===== config.mk =====
export PLATFORM = sky130hd
export DESIGN_NAME = dma_frame_ring_controller_unit
export DESIGN_NICKNAME = d
export VERILOG_FILES = /design/src/rtl/dfrc_pkg.sv /design/src/rtl/dfrc_event_core.sv /design/src/rtl/dma_frame_ring_controller_unit.sv
export SDC_FILE = /design/constraint.sdc
export NUM_CORES = 1
export LEC_CHECK = 0
export ABC_AREA = 1
export BUFFER_PORTS_ARGS = -buffer_cell sky130_fd_sc_hd__clkbuf_2
export CAP_MARGIN = 0
export CORE_MARGIN = 4
export CORE_UTILIZATION = 60
export CTS_BUF_LIST = sky130_fd_sc_hd__clkbuf_8 sky130_fd_sc_hd__clkbuf_16
export CTS_CLUSTER_SIZE = 28
export DETAILED_ROUTE_END_ITERATION = 10
export PLACE_DENSITY_LB_ADDON = 0.15
export SETUP_SLACK_MARGIN = 0.15
export SYNTH_ARGS = -nofsm -noshare
export SYNTH_HDL_FRONTEND = slang
export SYNTH_SLANG_ARGS = --single-unit

===== constraint.sdc =====
create_clock -name i_clk -period 6.8 [get_ports i_clk]
set_clock_uncertainty 0.05 [all_clocks]
set_input_delay 1.36 -clock i_clk [delete_from_list [all_inputs] [get_ports i_clk]]
set_output_delay 1.36 -clock i_clk [all_outputs]
set_load 0.01 [all_outputs]

===== src/rtl/dfrc_pkg.sv =====
// ----------------------------------------------------------------------------
// dfrc_pkg
// Shared types and constants for the frame-slot ring controller: event and
// command codes, configuration register map and the beat payload structs.
// ----------------------------------------------------------------------------
package dfrc_pkg;

    // default ring capacity in slots
    localparam int MAX_SLOTS_DEF = 64;

    // configuration register map
    localparam int CFG_IDX_W  = 1;
    localparam int CFG_DATA_W = 17;

    typedef enum logic [CFG_IDX_W-1:0] {
        CFG_MAX_FRAMES = 1'd0,
        CFG_FRAME_SIZE = 1'd1
    } t_cfg_idx;

    // register reset values
    localparam logic [6:0]  MAX_FRAMES_RST = 7'd64;
    localparam logic [16:0] FRAME_SIZE_RST = 17'd256;

    // event codes carried in the mode field
    typedef enum logic [2:0] {
        MODE_REC_SETUP  = 3'd0,
        MODE_PLAY_SETUP = 3'd1,
        MODE_HOST_WRITE = 3'd2,
        MODE_HOST_READ  = 3'd3,
        MODE_DMA_DONE   = 3'd4
    } t_mode;

    // status codes
    typedef enum logic [1:0] {
        STATUS_OK      = 2'd0,
        STATUS_WR_FULL = 2'd1,
        STATUS_RD_WAIT = 2'd2
    } t_status;

    // commands to the converter
    typedef enum logic [2:0] {
        CMD_NONE      = 3'd0,
        CMD_START_OUT = 3'd1,
        CMD_START_IN  = 3'd2,
        CMD_RESTART   = 3'd3,
        CMD_PAUSE     = 3'd4
    } t_cmd;

    // slot wrap unit states
    typedef enum logic [1:0] {
        WRAP_IDLE = 2'd0,
        WRAP_RUN  = 2'd1,
        WRAP_DONE = 2'd2
    } t_wrap_state;

    // configuration register contents
    typedef struct packed {
        logic [6:0]  max_frames;
        logic [16:0] frame_size;
    } t_cfg;

    // input beat
    typedef struct packed {
        logic [2:0] mode;
        logic [6:0] frames;
    } t_in_item;

    // result beat
    typedef struct packed {
        logic [1:0]  status;
        logic [2:0]  dsp_command;
        logic [15:0] block_length_minus_one;
        logic [5:0]  first_slot;
        logic [6:0]  fill_count;
        logic        dma_is_paused;
    } t_out_item;

endpackage


===== src/rtl/dfrc_event_core.sv =====
// ----------------------------------------------------------------------------
// dfrc_event_core
// Ring state (fill count, host slot, run/pause/playback flags) and the
// single-pass event logic that produces one result per event, with a small
// multi-cycle wrap unit for host slot advances reaching twice the ring size.
// ----------------------------------------------------------------------------
module dfrc_event_core #(
    parameter int MAX_SLOTS = dfrc_pkg::MAX_SLOTS_DEF
) (
    input  logic                i_clk,
    input  logic                i_rst_n,
    input  logic                i_valid,
    input  logic                i_step,
    input  dfrc_pkg::t_in_item  i_item,
    input  dfrc_pkg::t_cfg      i_cfg,
    output logic                o_ready,
    output dfrc_pkg::t_out_item o_result
);

    // usable capacity is bounded by the 7-bit max_frames register
    localparam int         CAP    = (MAX_SLOTS < 127) ? MAX_SLOTS : 127;
    localparam int         FILL_W = $clog2(CAP + 1);
    localparam int         SLOT_W = $clog2(CAP);
    localparam logic [7:0] CAP_8  = 8'(CAP);

    logic [FILL_W-1:0] r_fill, n_fill;
    logic [SLOT_W-1:0] r_slot, n_slot;
    logic              r_running, n_running;
    logic              r_paused, n_paused;
    logic              r_playback, n_playback;

    dfrc_pkg::t_wrap_state r_wrap, n_wrap;
    logic [7:0]        r_rem, n_rem;
    logic [2:0]        r_k, n_k;

    logic [7:0]        mf_8;
    logic [7:0]        emax_8;
    logic [7:0]        fill_8;
    logic [7:0]        frames_8;
    logic [7:0]        slot_8;
    logic [7:0]        base_8;
    logic [7:0]        wsum_8;
    logic [7:0]        psum_8;
    logic [7:0]        fast_rem_8;
    logic [15:0]       dshift_16;
    logic              xfer_ok;
    logic              need_slow;
    logic [7:0]        slot_next_8;
    logic [15:0]       blen;
    logic [15:0]       first_16;
    logic [15:0]       fill_16;
    logic [7:0]        first_8;
    logic [15:0]       blen_out;
    dfrc_pkg::t_status status;
    dfrc_pkg::t_cmd    cmd;

    // effective ring size clamped to 1..capacity
    always_comb begin
        mf_8 = {1'b0, i_cfg.max_frames};
        if (mf_8 == 8'd0) begin
            emax_8 = 8'd1;
        end else if (mf_8 > CAP_8) begin
            emax_8 = CAP_8;
        end else begin
            emax_8 = mf_8;
        end
    end

    // operands and slot advance with wrap
    assign fill_8     = 8'(r_fill);
    assign frames_8   = {1'b0, i_item.frames};
    assign slot_8     = 8'(r_slot);
    assign base_8     = (slot_8 >= emax_8) ? 8'd0 : slot_8;
    assign wsum_8     = fill_8 + frames_8;
    assign psum_8     = base_8 + frames_8;
    assign fast_rem_8 = (psum_8 >= emax_8) ? (psum_8 - emax_8) : psum_8;
    assign blen       = 16'(i_cfg.frame_size - 17'd1);

    // accepted host transfer whose slot sum reaches twice the ring size
    assign xfer_ok = ((i_item.mode == dfrc_pkg::MODE_HOST_WRITE) && !(wsum_8 > emax_8))
                  || ((i_item.mode == dfrc_pkg::MODE_HOST_READ) && !(fill_8 < frames_8));
    assign need_slow   = xfer_ok && ({1'b0, psum_8} >= {emax_8, 1'b0});
    assign slot_next_8 = need_slow ? r_rem : fast_rem_8;
    assign o_ready     = !need_slow || (r_wrap == dfrc_pkg::WRAP_DONE);

    // wrap unit next state
    always_comb begin
        n_wrap = r_wrap;
        case (r_wrap)
            dfrc_pkg::WRAP_IDLE: begin
                if (i_valid && need_slow) begin
                    n_wrap = dfrc_pkg::WRAP_RUN;
                end
            end
            dfrc_pkg::WRAP_RUN: begin
                if (r_k == 3'd0) begin
                    n_wrap = dfrc_pkg::WRAP_DONE;
                end
            end
            dfrc_pkg::WRAP_DONE: begin
                if (i_step) begin
                    n_wrap = dfrc_pkg::WRAP_IDLE;
                end
            end
            default: begin
                n_wrap = dfrc_pkg::WRAP_IDLE;
            end
        endcase
    end

    // wrap unit datapath: one shifted compare and subtract per cycle
    assign dshift_16 = {8'd0, emax_8} << r_k;

    always_comb begin
        n_rem = r_rem;
        n_k   = r_k;
        case (r_wrap)
            dfrc_pkg::WRAP_IDLE: begin
                n_rem = psum_8;
                n_k   = 3'd7;
            end
            dfrc_pkg::WRAP_RUN: begin
                if ({8'd0, r_rem} >= dshift_16) begin
                    n_rem = r_rem - dshift_16[7:0];
                end
                n_k = r_k - 3'd1;
            end
            default: begin
            end
        endcase
    end

    always_ff @(posedge i_clk) begin
        if (!i_rst_n) begin
            r_wrap <= dfrc_pkg::WRAP_IDLE;
            r_rem  <= '0;
            r_k    <= '0;
        end else begin
            r_wrap <= n_wrap;
            r_rem  <= n_rem;
            r_k    <= n_k;
        end
    end

    // event decode and next state
    always_comb begin
        n_fill     = r_fill;
        n_slot     = r_slot;
        n_running  = r_running;
        n_paused   = r_paused;
        n_playback = r_playback;
        status     = dfrc_pkg::STATUS_OK;
        cmd        = dfrc_pkg::CMD_NONE;
        blen_out   = '0;
        first_8    = '0;
        case (i_item.mode)
            dfrc_pkg::MODE_REC_SETUP: begin
                n_fill     = '0;
                n_slot     = '0;
                n_running  = 1'b1;
                n_paused   = 1'b0;
                n_playback = 1'b0;
                cmd        = dfrc_pkg::CMD_START_IN;
                blen_out   = blen;
            end
            dfrc_pkg::MODE_PLAY_SETUP: begin
                n_fill     = '0;
                n_slot     = '0;
                n_running  = 1'b0;
                n_paused   = 1'b0;
                n_playback = 1'b1;
            end
            dfrc_pkg::MODE_HOST_WRITE: begin
                if (wsum_8 > emax_8) begin
                    status = dfrc_pkg::STATUS_WR_FULL;
                end else begin
                    first_8 = base_8;
                    n_slot  = SLOT_W'(slot_next_8);
                    n_fill  = FILL_W'(wsum_8);
                    if (!r_running) begin
                        cmd       = dfrc_pkg::CMD_START_OUT;
                        blen_out  = blen;
                        n_running = 1'b1;
                    end else if (r_paused) begin
                        cmd      = dfrc_pkg::CMD_RESTART;
                        n_paused = 1'b0;
                    end
                end
            end
            dfrc_pkg::MODE_HOST_READ: begin
                if (fill_8 < frames_8) begin
                    status = dfrc_pkg::STATUS_RD_WAIT;
                end else begin
                    first_8 = base_8;
                    n_slot  = SLOT_W'(slot_next_8);
                    n_fill  = FILL_W'(fill_8 - frames_8);
                end
            end
            dfrc_pkg::MODE_DMA_DONE: begin
                if (r_playback) begin
                    if (r_fill != '0) begin
                        n_fill = r_fill - FILL_W'(1);
                        if (r_fill == FILL_W'(1)) begin
                            cmd      = dfrc_pkg::CMD_PAUSE;
                            n_paused = 1'b1;
                        end
                    end
                end else if (fill_8 < emax_8) begin
                    n_fill = r_fill + FILL_W'(1);
                end
            end
            default: begin
            end
        endcase
    end

    // result fields
    assign first_16 = 16'(first_8);
    assign fill_16  = 16'(n_fill);

    always_comb begin
        o_result.status                 = status;
        o_result.dsp_command            = cmd;
        o_result.block_length_minus_one = blen_out;
        o_result.first_slot             = first_16[5:0];
        o_result.fill_count             = fill_16[6:0];
        o_result.dma_is_paused          = n_paused;
    end

    // state update on each processed event
    always_ff @(posedge i_clk) begin
        if (!i_rst_n) begin
            r_fill     <= '0;
            r_slot     <= '0;
            r_running  <= 1'b0;
            r_paused   <= 1'b0;
            r_playback <= 1'b0;
        end else if (i_step) begin
            r_fill     <= n_fill;
            r_slot     <= n_slot;
            r_running  <= n_running;
            r_paused   <= n_paused;
            r_playback <= n_playback;
        end
    end

endmodule


===== src/rtl/dma_frame_ring_controller_unit.sv =====
// ----------------------------------------------------------------------------
// dma_frame_ring_controller_unit
// Frame-slot ring controller: tracks ring fill, host slot and DMA state and
// issues converter commands, one result beat per event beat.
// ----------------------------------------------------------------------------
// Takes one event beat per clock when nothing stalls and returns exactly one
// result beat for it: the event is captured in an input register, evaluated
// against the ring state in a single pass, and the result is registered in an
// output register, while the state updates on the same edge. A host transfer
// whose slot advance reaches twice the ring size (only a read of more frames
// than the ring holds after max_frames shrinks) needs a full remainder; that
// event waits in the input register while the wrap unit works, and the input
// stalls meanwhile. A stalled output holds the result and backs up into the
// input register; the ring state is a single register set, so each event sees
// the state left by the one before it. Configuration writes take effect on the
// next edge; the user must make them only while no event is in flight, as the
// block itself does not enforce this.
module dma_frame_ring_controller_unit #(
    parameter int MAX_SLOTS = dfrc_pkg::MAX_SLOTS_DEF
) (
    input  logic                               i_clk,
    input  logic                               i_rst_n,
    input  logic                               i_cfg_we,
    input  logic [dfrc_pkg::CFG_IDX_W-1:0]     i_cfg_idx,
    input  logic [dfrc_pkg::CFG_DATA_W-1:0]    i_cfg_wdata,
    input  logic                               i_in_valid,
    output logic                               o_in_ready,
    input  dfrc_pkg::t_in_item                 i_in,
    output logic                               o_out_valid,
    input  logic                               i_out_ready,
    output dfrc_pkg::t_out_item                o_out
);

    dfrc_pkg::t_cfg      r_cfg, n_cfg;
    logic                r_in_valid;
    dfrc_pkg::t_in_item  r_in_item;
    logic                r_out_valid;
    dfrc_pkg::t_out_item r_out_item;
    dfrc_pkg::t_out_item result;
    logic                core_ready;
    logic                step;

    // configuration register writes
    always_comb begin
        n_cfg = r_cfg;
        if (i_cfg_we) begin
            case (i_cfg_idx)
                dfrc_pkg::CFG_MAX_FRAMES: n_cfg.max_frames = i_cfg_wdata[6:0];
                dfrc_pkg::CFG_FRAME_SIZE: n_cfg.frame_size = i_cfg_wdata;
                default: begin
                end
            endcase
        end
    end

    always_ff @(posedge i_clk) begin
        if (!i_rst_n) begin
            r_cfg.max_frames <= dfrc_pkg::MAX_FRAMES_RST;
            r_cfg.frame_size <= dfrc_pkg::FRAME_SIZE_RST;
        end else begin
            r_cfg <= n_cfg;
        end
    end

    // event moves to the result register when that register is free and the core is ready
    assign step       = r_in_valid && core_ready && (!r_out_valid || i_out_ready);
    assign o_in_ready = !r_in_valid || step;

    // input register
    always_ff @(posedge i_clk) begin
        if (!i_rst_n) begin
            r_in_valid <= 1'b0;
        end else if (i_in_valid && o_in_ready) begin
            r_in_valid <= 1'b1;
        end else if (step) begin
            r_in_valid <= 1'b0;
        end
    end

    always_ff @(posedge i_clk) begin
        if (i_in_valid && o_in_ready) begin
            r_in_item <= i_in;
        end
    end

    // ring state and event logic
    dfrc_event_core #(
        .MAX_SLOTS (MAX_SLOTS)
    ) u_core (
        .i_clk    (i_clk),
        .i_rst_n  (i_rst_n),
        .i_valid  (r_in_valid),
        .i_step   (step),
        .i_item   (r_in_item),
        .i_cfg    (r_cfg),
        .o_ready  (core_ready),
        .o_result (result)
    );

    // result register
    always_ff @(posedge i_clk) begin
        if (!i_rst_n) begin
            r_out_valid <= 1'b0;
        end else if (step) begin
            r_out_valid <= 1'b1;
        end else if (i_out_ready) begin
            r_out_valid <= 1'b0;
        end
    end

    always_ff @(posedge i_clk) begin
        if (step) begin
            r_out_item <= result;
        end
    end

    assign o_out_valid = r_out_valid;
    assign o_out       = r_out_item;

endmodule


; ---- Word-level counts from Yosys, hierarchy flattened
; Index checks and enable logic that the tools add are counted.
[word_totals]
mem_bits_rw = 0
latch_bits = 0
reg_bits = 99
romBits = 0
output_inout_bits = 37
word_cells = 137
memories = 0
[classes]
n_mul = 0
bitwise_logic = 1
muxes = 50
n_div = 0
n_eq_ne = 13
addsub = 9
shift = 1
magnitude_cmp = 8
reduce_logical = 35
[op_table]
columns = op, n
row1 = 7-bit 2-to-1 mux, 7
row2 = 6-bit 2-to-1 mux, 7
row3 = 16-bit 2-to-1 mux, 2
row4 = 16-bit one-hot mux with 2 select lines, 1
row5 = 7-bit one-hot mux with 4 select lines, 1
row6 = 6-bit one-hot mux with 3 select lines, 1
row7 = 8-bit by 16-bit >= comparator with 1-bit output, 1
row8 = 8-bit one-hot mux with 2 select lines, 1
row9 = 7-bit by 3-bit left shift with 16-bit output, 1
row10 = "16-bit by 1-bit subtractor with 16-bit output, second input constant", 1
row11 = 3-bit 2-to-1 mux, 5
row12 = 7-bit less-than comparator, 2
row13 = 6-bit one-hot mux with 2 select lines, 1
row14 = 1-bit 2-to-1 mux, 11
row15 = 2-bit 2-to-1 mux, 5
row16 = 3-bit one-hot mux with 3 select lines, 1
row17 = 6-bit by 7-bit adder with 8-bit output, 1
row18 = 7-bit by 7-bit adder with 8-bit output, 1
row19 = 8-bit by 7-bit >= comparator with 1-bit output, 1
row20 = 8-bit >= comparator, 1
row21 = 8-bit by 7-bit > comparator with 1-bit output, 1
row22 = 8-bit 2-to-1 mux, 1
row23 = 2-bit AND reduction, 4
row24 = 2-bit nonzero test, 4
row25 = other kinds (33), 55

; ---- Longest topological paths before layout
; Gate-level depths: netlist of the first run.
[depth]
ltp_word = 15
depth_mapped = 32

; ---- By module
; From an unflattened synthesis of the first run, not the netlist that was laid out.
[hier_totals]
hier_cells = 971
hier_area_um2 = 7186.9
[modules_own_cells]
columns = module, cells_per_inst, n_inst, area_each_um2
row1 = dfrc_event_core, 807, 1, 4911.0
row2 = dma_frame_ring_controller_unit, 164, 1, 2275.9

; ---- Least setup slack after synthesis of the first run
; Ideal clock, no wire load.
[synth_timing]
path_type = reg2out
start = register r_cfg[21] (netlist name)
end = output port o_in_ready
t_arrival_ns = 3.879
path_slack_ns = 1.511
stages_incl_launch_ff = 28
cell_sequence = dfxtp_1 > nor2_1 > nand3_1 > nand2_1 > nand2_1 > ha_1 > inv_1 > nor2_1 > a22oi_1 > nand3_1 > nor2_1 > ha_1 > inv_1 > fa_1 > o21ai_0 > a21oi_1 > nor2_1 > nor2_1 > xor2_1 > ha_1 > nand2_1 > nor2_1 > nand4_1 > o2111ai_1 > nand3_2 > nand3_2 > buf_6 > nand2_1
[synth_via]
elab_chain_cells = 13
[synth_lines]
columns = element, line_no
row1 = from (decl), dma_frame_ring_controller_unit.sv:34  ; dfrc_pkg::t_cfg r_cfg, n_cfg;
row2 = from (signal assigned), dma_frame_ring_controller_unit.sv:61  ; r_cfg <= n_cfg;
row3 = 7-bit > comparator, dfrc_event_core.sv:62  ; end else if (mf_8 > CAP_8) begin
row4 = 7-bit 2-to-1 mux, dfrc_event_core.sv:62
row5 = 7-bit 2-to-1 mux *, dfrc_event_core.sv:60  ; if (mf_8 == 8'd0) begin
row6 = 6-bit by 7-bit >= comparator with 1-bit output or 8-bit by 7-bit > comparator with 1-bit output (tied branches), "dfrc_event_core.sv:73, dfrc_event_core.sv:80"
row7 = 6-bit 2-to-1 mux or 1-bit zero test (tied branches), "dfrc_event_core.sv:73, dfrc_event_core.sv:80"
row8 = 6-bit by 7-bit adder with 8-bit output or 1-bit logical AND (tied branches), "dfrc_event_core.sv:75, dfrc_event_core.sv:80"
row9 = 8-bit >= comparator or 1-bit logical OR (tied branches), "dfrc_event_core.sv:82, dfrc_event_core.sv:81"
row10 = 1-bit logical AND *, dfrc_event_core.sv:82  ; assign need_slow = xfer_ok && ({1'b0, psum_8} >= {emax_8, 1'b0});
row11 = 1-bit zero test *, dfrc_event_core.sv:84  ; assign o_ready = !need_slow || (r_wrap == dfrc_pkg::WRAP_DONE);
row12 = 1-bit logical OR *, dfrc_event_core.sv:84
row13 = 1-bit logical AND * (2 in a row), dma_frame_ring_controller_unit.sv:66  ; assign step = r_in_valid && core_ready && (!r_out_valid || i_out_ready);
row14 = 1-bit logical OR *, dma_frame_ring_controller_unit.sv:67  ; assign o_in_ready = !r_in_valid || step;
row15 = to (decl), dma_frame_ring_controller_unit.sv:27  ; output logic o_in_ready,
; Every way passes the cells marked *; elsewhere a longest branch is shown, timed or not.

; ---- Worst setup path in the final report of the first run
; Ends and elaborated chain as after synthesis.

==> results of run 1 <==
metrics by stage:
stage | hold slack [ps] | power [W] | setup WS (ps) | instance area (µm²)
after floorplan | 403.3 | 0.001166 | 1511 | 7228
after global placement | 424.8 | 0.001296 | 941.8 | 7660
after detailed placement | 433.6 | 0.001308 | 873.6 | 7660
after CTS | 443.6 | 0.001837 | 406.0 | 7970
after global routing | 471.0 | 0.001958 | 192.1 | 7978
final | 448.3 | 0.001833 | 632.2 | 7978
metal layers:
metal  up-vias  routed length (µm)  GRT usage
li1       3373                   -          -
met5         -                   0          0
met3        39                 985    0.05238
met2       192                7600     0.3888
met4         0                 523    0.09597
met1      2887                8346     0.3570
cells in the mapped netlist (10+ instances only):
cell type	number
xor2_1	23
a21oi_1	67
nand4_1	12
o21ai_1	12
inv_1	112
o21ai_0	66
nor3_1	10
nand2_1	198
edfxtp_1	45
xnor2_1	13
nand3_1	69
dfxtp_1	54
ha_1	69
clkbuf_1	11
nor2_1	132
sequential cells by signal, indices dropped and copies added, names as in the netlist:
signal and count:
o_out 35, o_out_valid 1, r_cfg 23, r_in_item 10, r_in_valid 1, u_core.r_fill 7, u_core.r_k 3, u_core.r_paused 1
u_core.r_playback 1, u_core.r_rem 8, u_core.r_running 1, u_core.r_slot 6, u_core.r_wrap 2
worst max-delay path: cells and delay by family, from the launching register on:
kind	cells	cell delay (ps)
buffers and inverters	3	340
XOR/XNOR	1	270
AND/OR/NAND/NOR	16	1680
AO/OA/AOI/OAI	5	760
flip-flops	1	350
adder cells (fa/ha/maj)	3	960
worst max path at each step:
| stage | from | end | slack (ps) |
|---|---|---|---|
| floorplan | r_cfg[21]$_SDFFE_PN0P_ | o_in_ready | 1510 |
| global placement | r_cfg[21]$_SDFFE_PN0P_ | o_in_ready | 940 |
| detailed placement | r_cfg[23]$_SDFFE_PN1P_ | o_in_ready | 870 |
| CTS | r_cfg[21]$_SDFFE_PN0P_ | o_in_ready | 410 |
| global route | r_cfg[17]$_SDFFE_PN0P_ | o_in_ready | 190 |
| finish | r_cfg[21]$_SDFFE_PN0P_ | o_in_ready | 630 |
cell families after synthesis:
| logic type | Yosys count |
|---|---|
| flops | 99 |
| fa+ha+maj | 74 |
| xor+xnor | 36 |
| compound gates | 174 |
| simple gates | 453 |
| buf+inv | 145 |
area by class of cell:
| cell class | count | area, µm² |
|---|---|---|
| clock buffers | 10 | 250.2 |
| clock inverters | 6 | 60.06 |
| fillers | 1044 | 3636 |
| inverters | 124 | 470.5 |
| multi-input cells | 737 | 4215 |
| flip-flops and latches | 99 | 2432 |
| well taps | 143 | 178.9 |
| repair buffers | 72 | 370.4 |
power groups by stage:
stage,sequential [W],clock [W],combinational (W)
after floorplan,0.000721,0,0.000445
after global placement,0.000729,0,0.000567
after detailed placement,0.000730,0,0.000578
after CTS,0.000716,0.000538,0.000582
after global routing,0.000723,0.000561,0.000674
final,0.000718,0.000528,0.000587
==> metrics.yaml, run 1 <==
status:
  outcome: "completed"
clock_tree:
  hold_buffers: 0
  cts-root-buf: "clkbuf_16"
  clk_latency_ps: 360
  cts_resized: 0
  cts_sinks: 99
  cts_tree: "built"
  h-tree-depth: 3
  post_cts_buffers: 0
  cts_buffers: 9
  clockBufferDepth: 2
  path_clk_slew_ps: 70
die:
  io_pins: 70
  coreArea_um2: 11610
  initial_utilization: 0.6224
  die_area_um2: 13870
  rows: 39
  fp.dieW_um: 117.8
  die_y_um: 117.8
detailed_routing:
  postRouteWirelength_um: 17460
  dr_total_vias: 6491
  vias_per_cell: 5.450
  ant_nets: 0
  wl_per_cell_um: 14.66
  drc: 0
  drtIter0Drc: 542
  dr.pass1.iters: 5
pwr:
  seqPwrFrac: 0.392
  power.density_nw_per_um2: 229.7
  power.net_switching_w: 0.0006631
  p_int_w: 0.001170
  power_leakage_nw: 3.947
  ir_drop_mv: 0.1814
  comb_power_share: 0.320
  switching_share: 0.3618
  clockPowerShare: 0.288
placement:
  gp_congestion: 0.9513
  dp_hpwl_um: 13380
  place_inst: 1175
  port_buffers: 68
global_route:
  gr-total-overflow: 0
  antenna_found_initial: 0
  first_global_vias: 5861
  grt_pass1_wl_um: 28870
  grtUsageTotal: 0.2549
  grt_max_degree: 49
synth:
  ys.flop_type: "dfxtp_1"
  synth_warnings: 0
  synth_compound_area_frac: 0.1312
  synth-async-reset-ratio: 0
  synth_top_area_frac: 0.1869
  synth_top_family_by_area: "simple AND/OR/NAND/NOR gates"
  ys_seq_elements: 99
  synth-edff-count: 45
  synth.distinct_cells: 49
  synth_fa_ha_area_frac: 0.1333
  synth.area.top_cells: "edfxtp_1, dfxtp_1, ha_1, nand2_1, nor2_1"
  syn_nets: 1088
  netlist_area_um2: 7228
  synth_cells: 981
  synth_xor_area_frac: 0.04362
  synth_mux_area_frac: 0
  synth_simple_gate_area_frac: 0.2740
  syn_avg_cell_area_um2: 7.368
  yosysTopAreaCell: "edfxtp_1"
  seq_area_frac_synth: 0.3365
setup_path:
  cp-start-kind: "flip-flop"
  criticalPathCategory: "reg2out"
  slowest_stage: "ha_1"
  end_kind: "output port"
  required_ps: 5390
  crit_path_frequent_cell: "nand2_1"
  r2r_end: "u_core.r_fill[4]$_SDFFE_PN0P_"
  r2r-start: "r_cfg[21]$_SDFFE_PN0P_"
  ff2ff_setup_slack_ps: 1360
  rr_worst_depth: 31
  worst_path_largest_cell_delay_ps: 360
  cp_max_fo: 6
  critical_path_arrival_ps: 4760
timing:
  fin_setup_tns_ps: 0
  layout_min_cycle_time_ps: 6168
  final.period_utilization: 0.9070
  finalSetupViolations: 0
  rsz0062_at_grt: "false"
  slew_violations: 0
  hold_violations: 0
  fmax_ghz: 0.1621
  maxSlewHeadroom: 0.3741
  worstMarginPinSlew_ps: 938.9
final_layout:
  fin_cells: 1191
  final_util: 0.6869
  drive_gt1_frac: 0.1202
  final_cell_mix: "nand2_1, nor2_1, inv_1, nand3_1, ha_1"
  diodes: 0
  area_growth_pct: 10.37
  nNetsFinal: 1150
  final_common_cell: "nand2_1"
min_path:
  hold_start: "r_cfg[1]$_SDFFE_PN0P_"
  min_path_cells: 2
  min_path_type: "reg2reg"
  hold_end: "r_cfg[1]$_SDFFE_PN0P_"
run:
  maxCapViolations: 0
Note: power is estimated with default switching activity, not from simulation.
==> inputs of run 2 (changes only) <==
--- a/config.mk
+++ b/config.mk
@@ -5,7 +5,6 @@
 export SDC_FILE = /design/constraint.sdc
 export NUM_CORES = 1
 export LEC_CHECK = 0
-export ABC_AREA = 1
 export BUFFER_PORTS_ARGS = -buffer_cell sky130_fd_sc_hd__clkbuf_2
 export CAP_MARGIN = 0
 export CORE_MARGIN = 4
==> run 2 against run 1 <==
- largest cell class unchanged
- total power fell by 10%
- sequential share of layout area grew 0.72 points
- sequential cell count unchanged
- wire length fell by 1.0%
- final area decreased by 2.3%
==> metrics.yaml, run 2 <==
setup_path:
  r2r-start: "r_cfg[19]$_SDFFE_PN0P_"
  criticalPathCategory: "reg2out"
  required_ps: 5390
  worst_path_largest_cell_delay_ps: 400
  rr_worst_depth: 25
  cp.depth: 25
  ff2ff_setup_slack_ps: 1200
  r2r_end: "u_core.r_slot[5]$_SDFFE_PN0P_"
  crit_buf_inv: 2
  cp_max_fo: 7
  crit_family: "compound AO/OA/AOI/OAI gates"
  end_kind: "output port"
  cp-start-kind: "flip-flop"
  critical_path_arrival_ps: 4810
  slowest_stage: "fa_1"
die:
  io_pins: 70
  initial_utilization: 0.6149
  coreArea_um2: 11470
  rows: 39
  die_area_um2: 13550
  fp.dieW_um: 116.4
  die_y_um: 116.4
final_layout:
  ff_latch_area_um2: 2432
  fill_cells: 917
  fin_area_um2: 7794
  largest_register_ffs: 35
  drive_gt1_frac: 0.1462
  fin_cells: 998
  nNetsFinal: 957
  multiInputGateArea_um2: 4273
  diodes: 0
  area_growth_pct: 10.52
  final_cell_mix: "nand2_1, nor2_1, ha_1, clkbuf_2, a21oi_1"
  final_common_cell: "nand2_1"
global_route:
  grt_max_degree: 38
  grtUsageTotal: 0.2657
  antenna_found_initial: 0
  first_global_vias: 5812
  gr-total-overflow: 0
  grt_pass1_wl_um: 28650
clock_tree:
  clk_latency_ps: 360
  clockBufferDepth: 2
  cts-root-buf: "clkbuf_16"
  cts_buffers: 9
  path_clk_slew_ps: 80
  cts_tree: "built"
  cts_sinks: 99
  h-tree-depth: 3
  hold_buffers: 0
pwr:
  power_leakage_nw: 3.305
  power_w: 0.001644
  power.density_nw_per_um2: 211.0
  ir_drop_mv: 0.2088
placement:
  port_buffers: 68
  dp_slack_ps: 772.0
  place_inst: 981
  dpl_cell_area_um2: 7471
  gp_congestion: 0.9406
  dp_hpwl_um: 13220
timing:
  rsz0062_at_grt: "false"
  hold_violations: 0
  fin_setup_tns_ps: 0
  fmax_ghz: 0.1608
  slew_violations: 0
  setup_ws_ps: 582.7
  worstMarginPinSlew_ps: 960.4
  final.period_utilization: 0.9143
  maxSlewHeadroom: 0.3554
  finalSetupViolations: 0
  layout_min_cycle_time_ps: 6217
synth:
  synth_warnings: 0
  syn_avg_cell_area_um2: 8.904
  ys.flop_type: "dfxtp_1"
  synth.area.top_cells: "edfxtp_1, dfxtp_1, ha_1, nand2_1, a21oi_1"
  netlist_area_um2: 7052
  post-synth-top-count-cell: "nand2_1"
  synth_cells: 792
  synth_top_area_frac: 0.1916
  synth-edff-count: 45
  synth-async-reset-ratio: 0
  synth.distinct_cells: 80
  syn_nets: 899
  seq_area_frac_synth: 0.3449
  yosysTopAreaCell: "edfxtp_1"
  ys_seq_elements: 99
  synth_common_cells: "nand2_1, nor2_1, ha_1"
detailed_routing:
  dr_total_vias: 5977
  postRouteWirelength_um: 17270
  ant_nets: 0
  drc: 0
  dr.pass1.iters: 8
  wl_per_cell_um: 17.31
  vias_per_cell: 5.989
  drtIter0Drc: 556
min_path:
  hold_end: "r_cfg[15]$_SDFFE_PN0P_"
  min_path_cells: 2
  hold_start: "r_cfg[15]$_SDFFE_PN0P_"
  min_path_type: "reg2reg"
status:
  outcome: "completed"
run:
  maxCapViolations: 0
## run 2: how the worst max path moves through the flow
| stage | startpoint | to | slack [ps] |
|---|---|---|---|
| 2_1_floorplan | r_cfg[18]$_SDFFE_PN0P_ | o_in_ready | 980 |
| 3_3_place_gp | r_cfg[18]$_SDFFE_PN0P_ | o_in_ready | 820 |
| 3_5_place_dp | r_cfg[19]$_SDFFE_PN0P_ | o_in_ready | 770 |
| 4_1_cts | r_cfg[19]$_SDFFE_PN0P_ | o_in_ready | 330 |
| 5_1_grt | r_cfg[19]$_SDFFE_PN0P_ | o_in_ready | 200 |
| 6_report | r_cfg[19]$_SDFFE_PN0P_ | o_in_ready | 580 |
## run 2: per-stage QoR
| step | utilization | hold WS (ps) |
|---|---|---|
| after floorplan | - | 398.8 |
| after global placement | 0.6515 | 406.6 |
| after detailed placement | 0.6515 | 420.0 |
| after CTS | 0.6779 | 430.8 |
| after global routing | 0.6797 | 453.0 |
| final | 0.6797 | 428.4 |
## run 2: cell type report
| type | instances | area share |
|---|---|---|
| Clock buffer | 9 | 0.02890 |
| Clock inverter | 7 | 0.009953 |
| Inverter | 49 | 0.02360 |
| Multi-Input combinational cell | 612 | 0.5482 |
| Sequential cell | 99 | 0.3121 |
| Tap cell | 143 | 0.02296 |
| Timing Repair Buffer | 79 | 0.05426 |
## run 2: power breakdown
group          switching [W]  internal (W)
combinational       0.000244      0.000175
clock               0.000259      0.000263
sequential         0.0000401      0.000662
## run 2: routing by layer
layer	track usage	up-vias	share of wire
met3	0.04093	32	0.063
met4	0.08739	0	0.021
met1	0.3574	2764	0.44
met5	0	-	0
met2	0.4394	214	0.47
li1	-	2967	-
## run 2: cell families (layout without fill, tap and decap cells)
kind of cell / Yosys count / after routing / synth area share
AO/OA/AOI/OAI: 206 / 206 / 0.2005
XOR/XNOR: 34 / 34 / 0.04223
AND/OR/NAND/NOR: 271 / 271 / 0.1838
flip-flops: 99 / 99 / 0.3449
multiplexers: 27 / 27 / 0.04099
adder cells (fa/ha/maj): 74 / 74 / 0.1366
buffers and inverters: 81 / 144 / 0.05092
## run 2: repair_timing
action	CTS	global route
setup endpoints to repair	0	1
buffers inserted	0	1
resized for setup	0	4
## run 2: worst register-to-register path, stage by stage (launching register included)
cell and delay (ps):
dfxtp_1 370, nor3_2 190, a21oi_1 90, nor2_1 140, ha_1 240, nand2b_1 140
a21o_1 170, a21oi_1 140, nor2b_1 60, o21ai_0 140, a211o_1 260, and2_1 160
ha_1 150, inv_1 50, fa_1 400, xor2_1 340, inv_1 120, ha_1 360
nor2b_1 170, o21a_1 180, o21ai_0 210, a32oi_1 130, nor2_1 490, mux2_2 410
mux2i_1 210, o2bb2ai_1 100
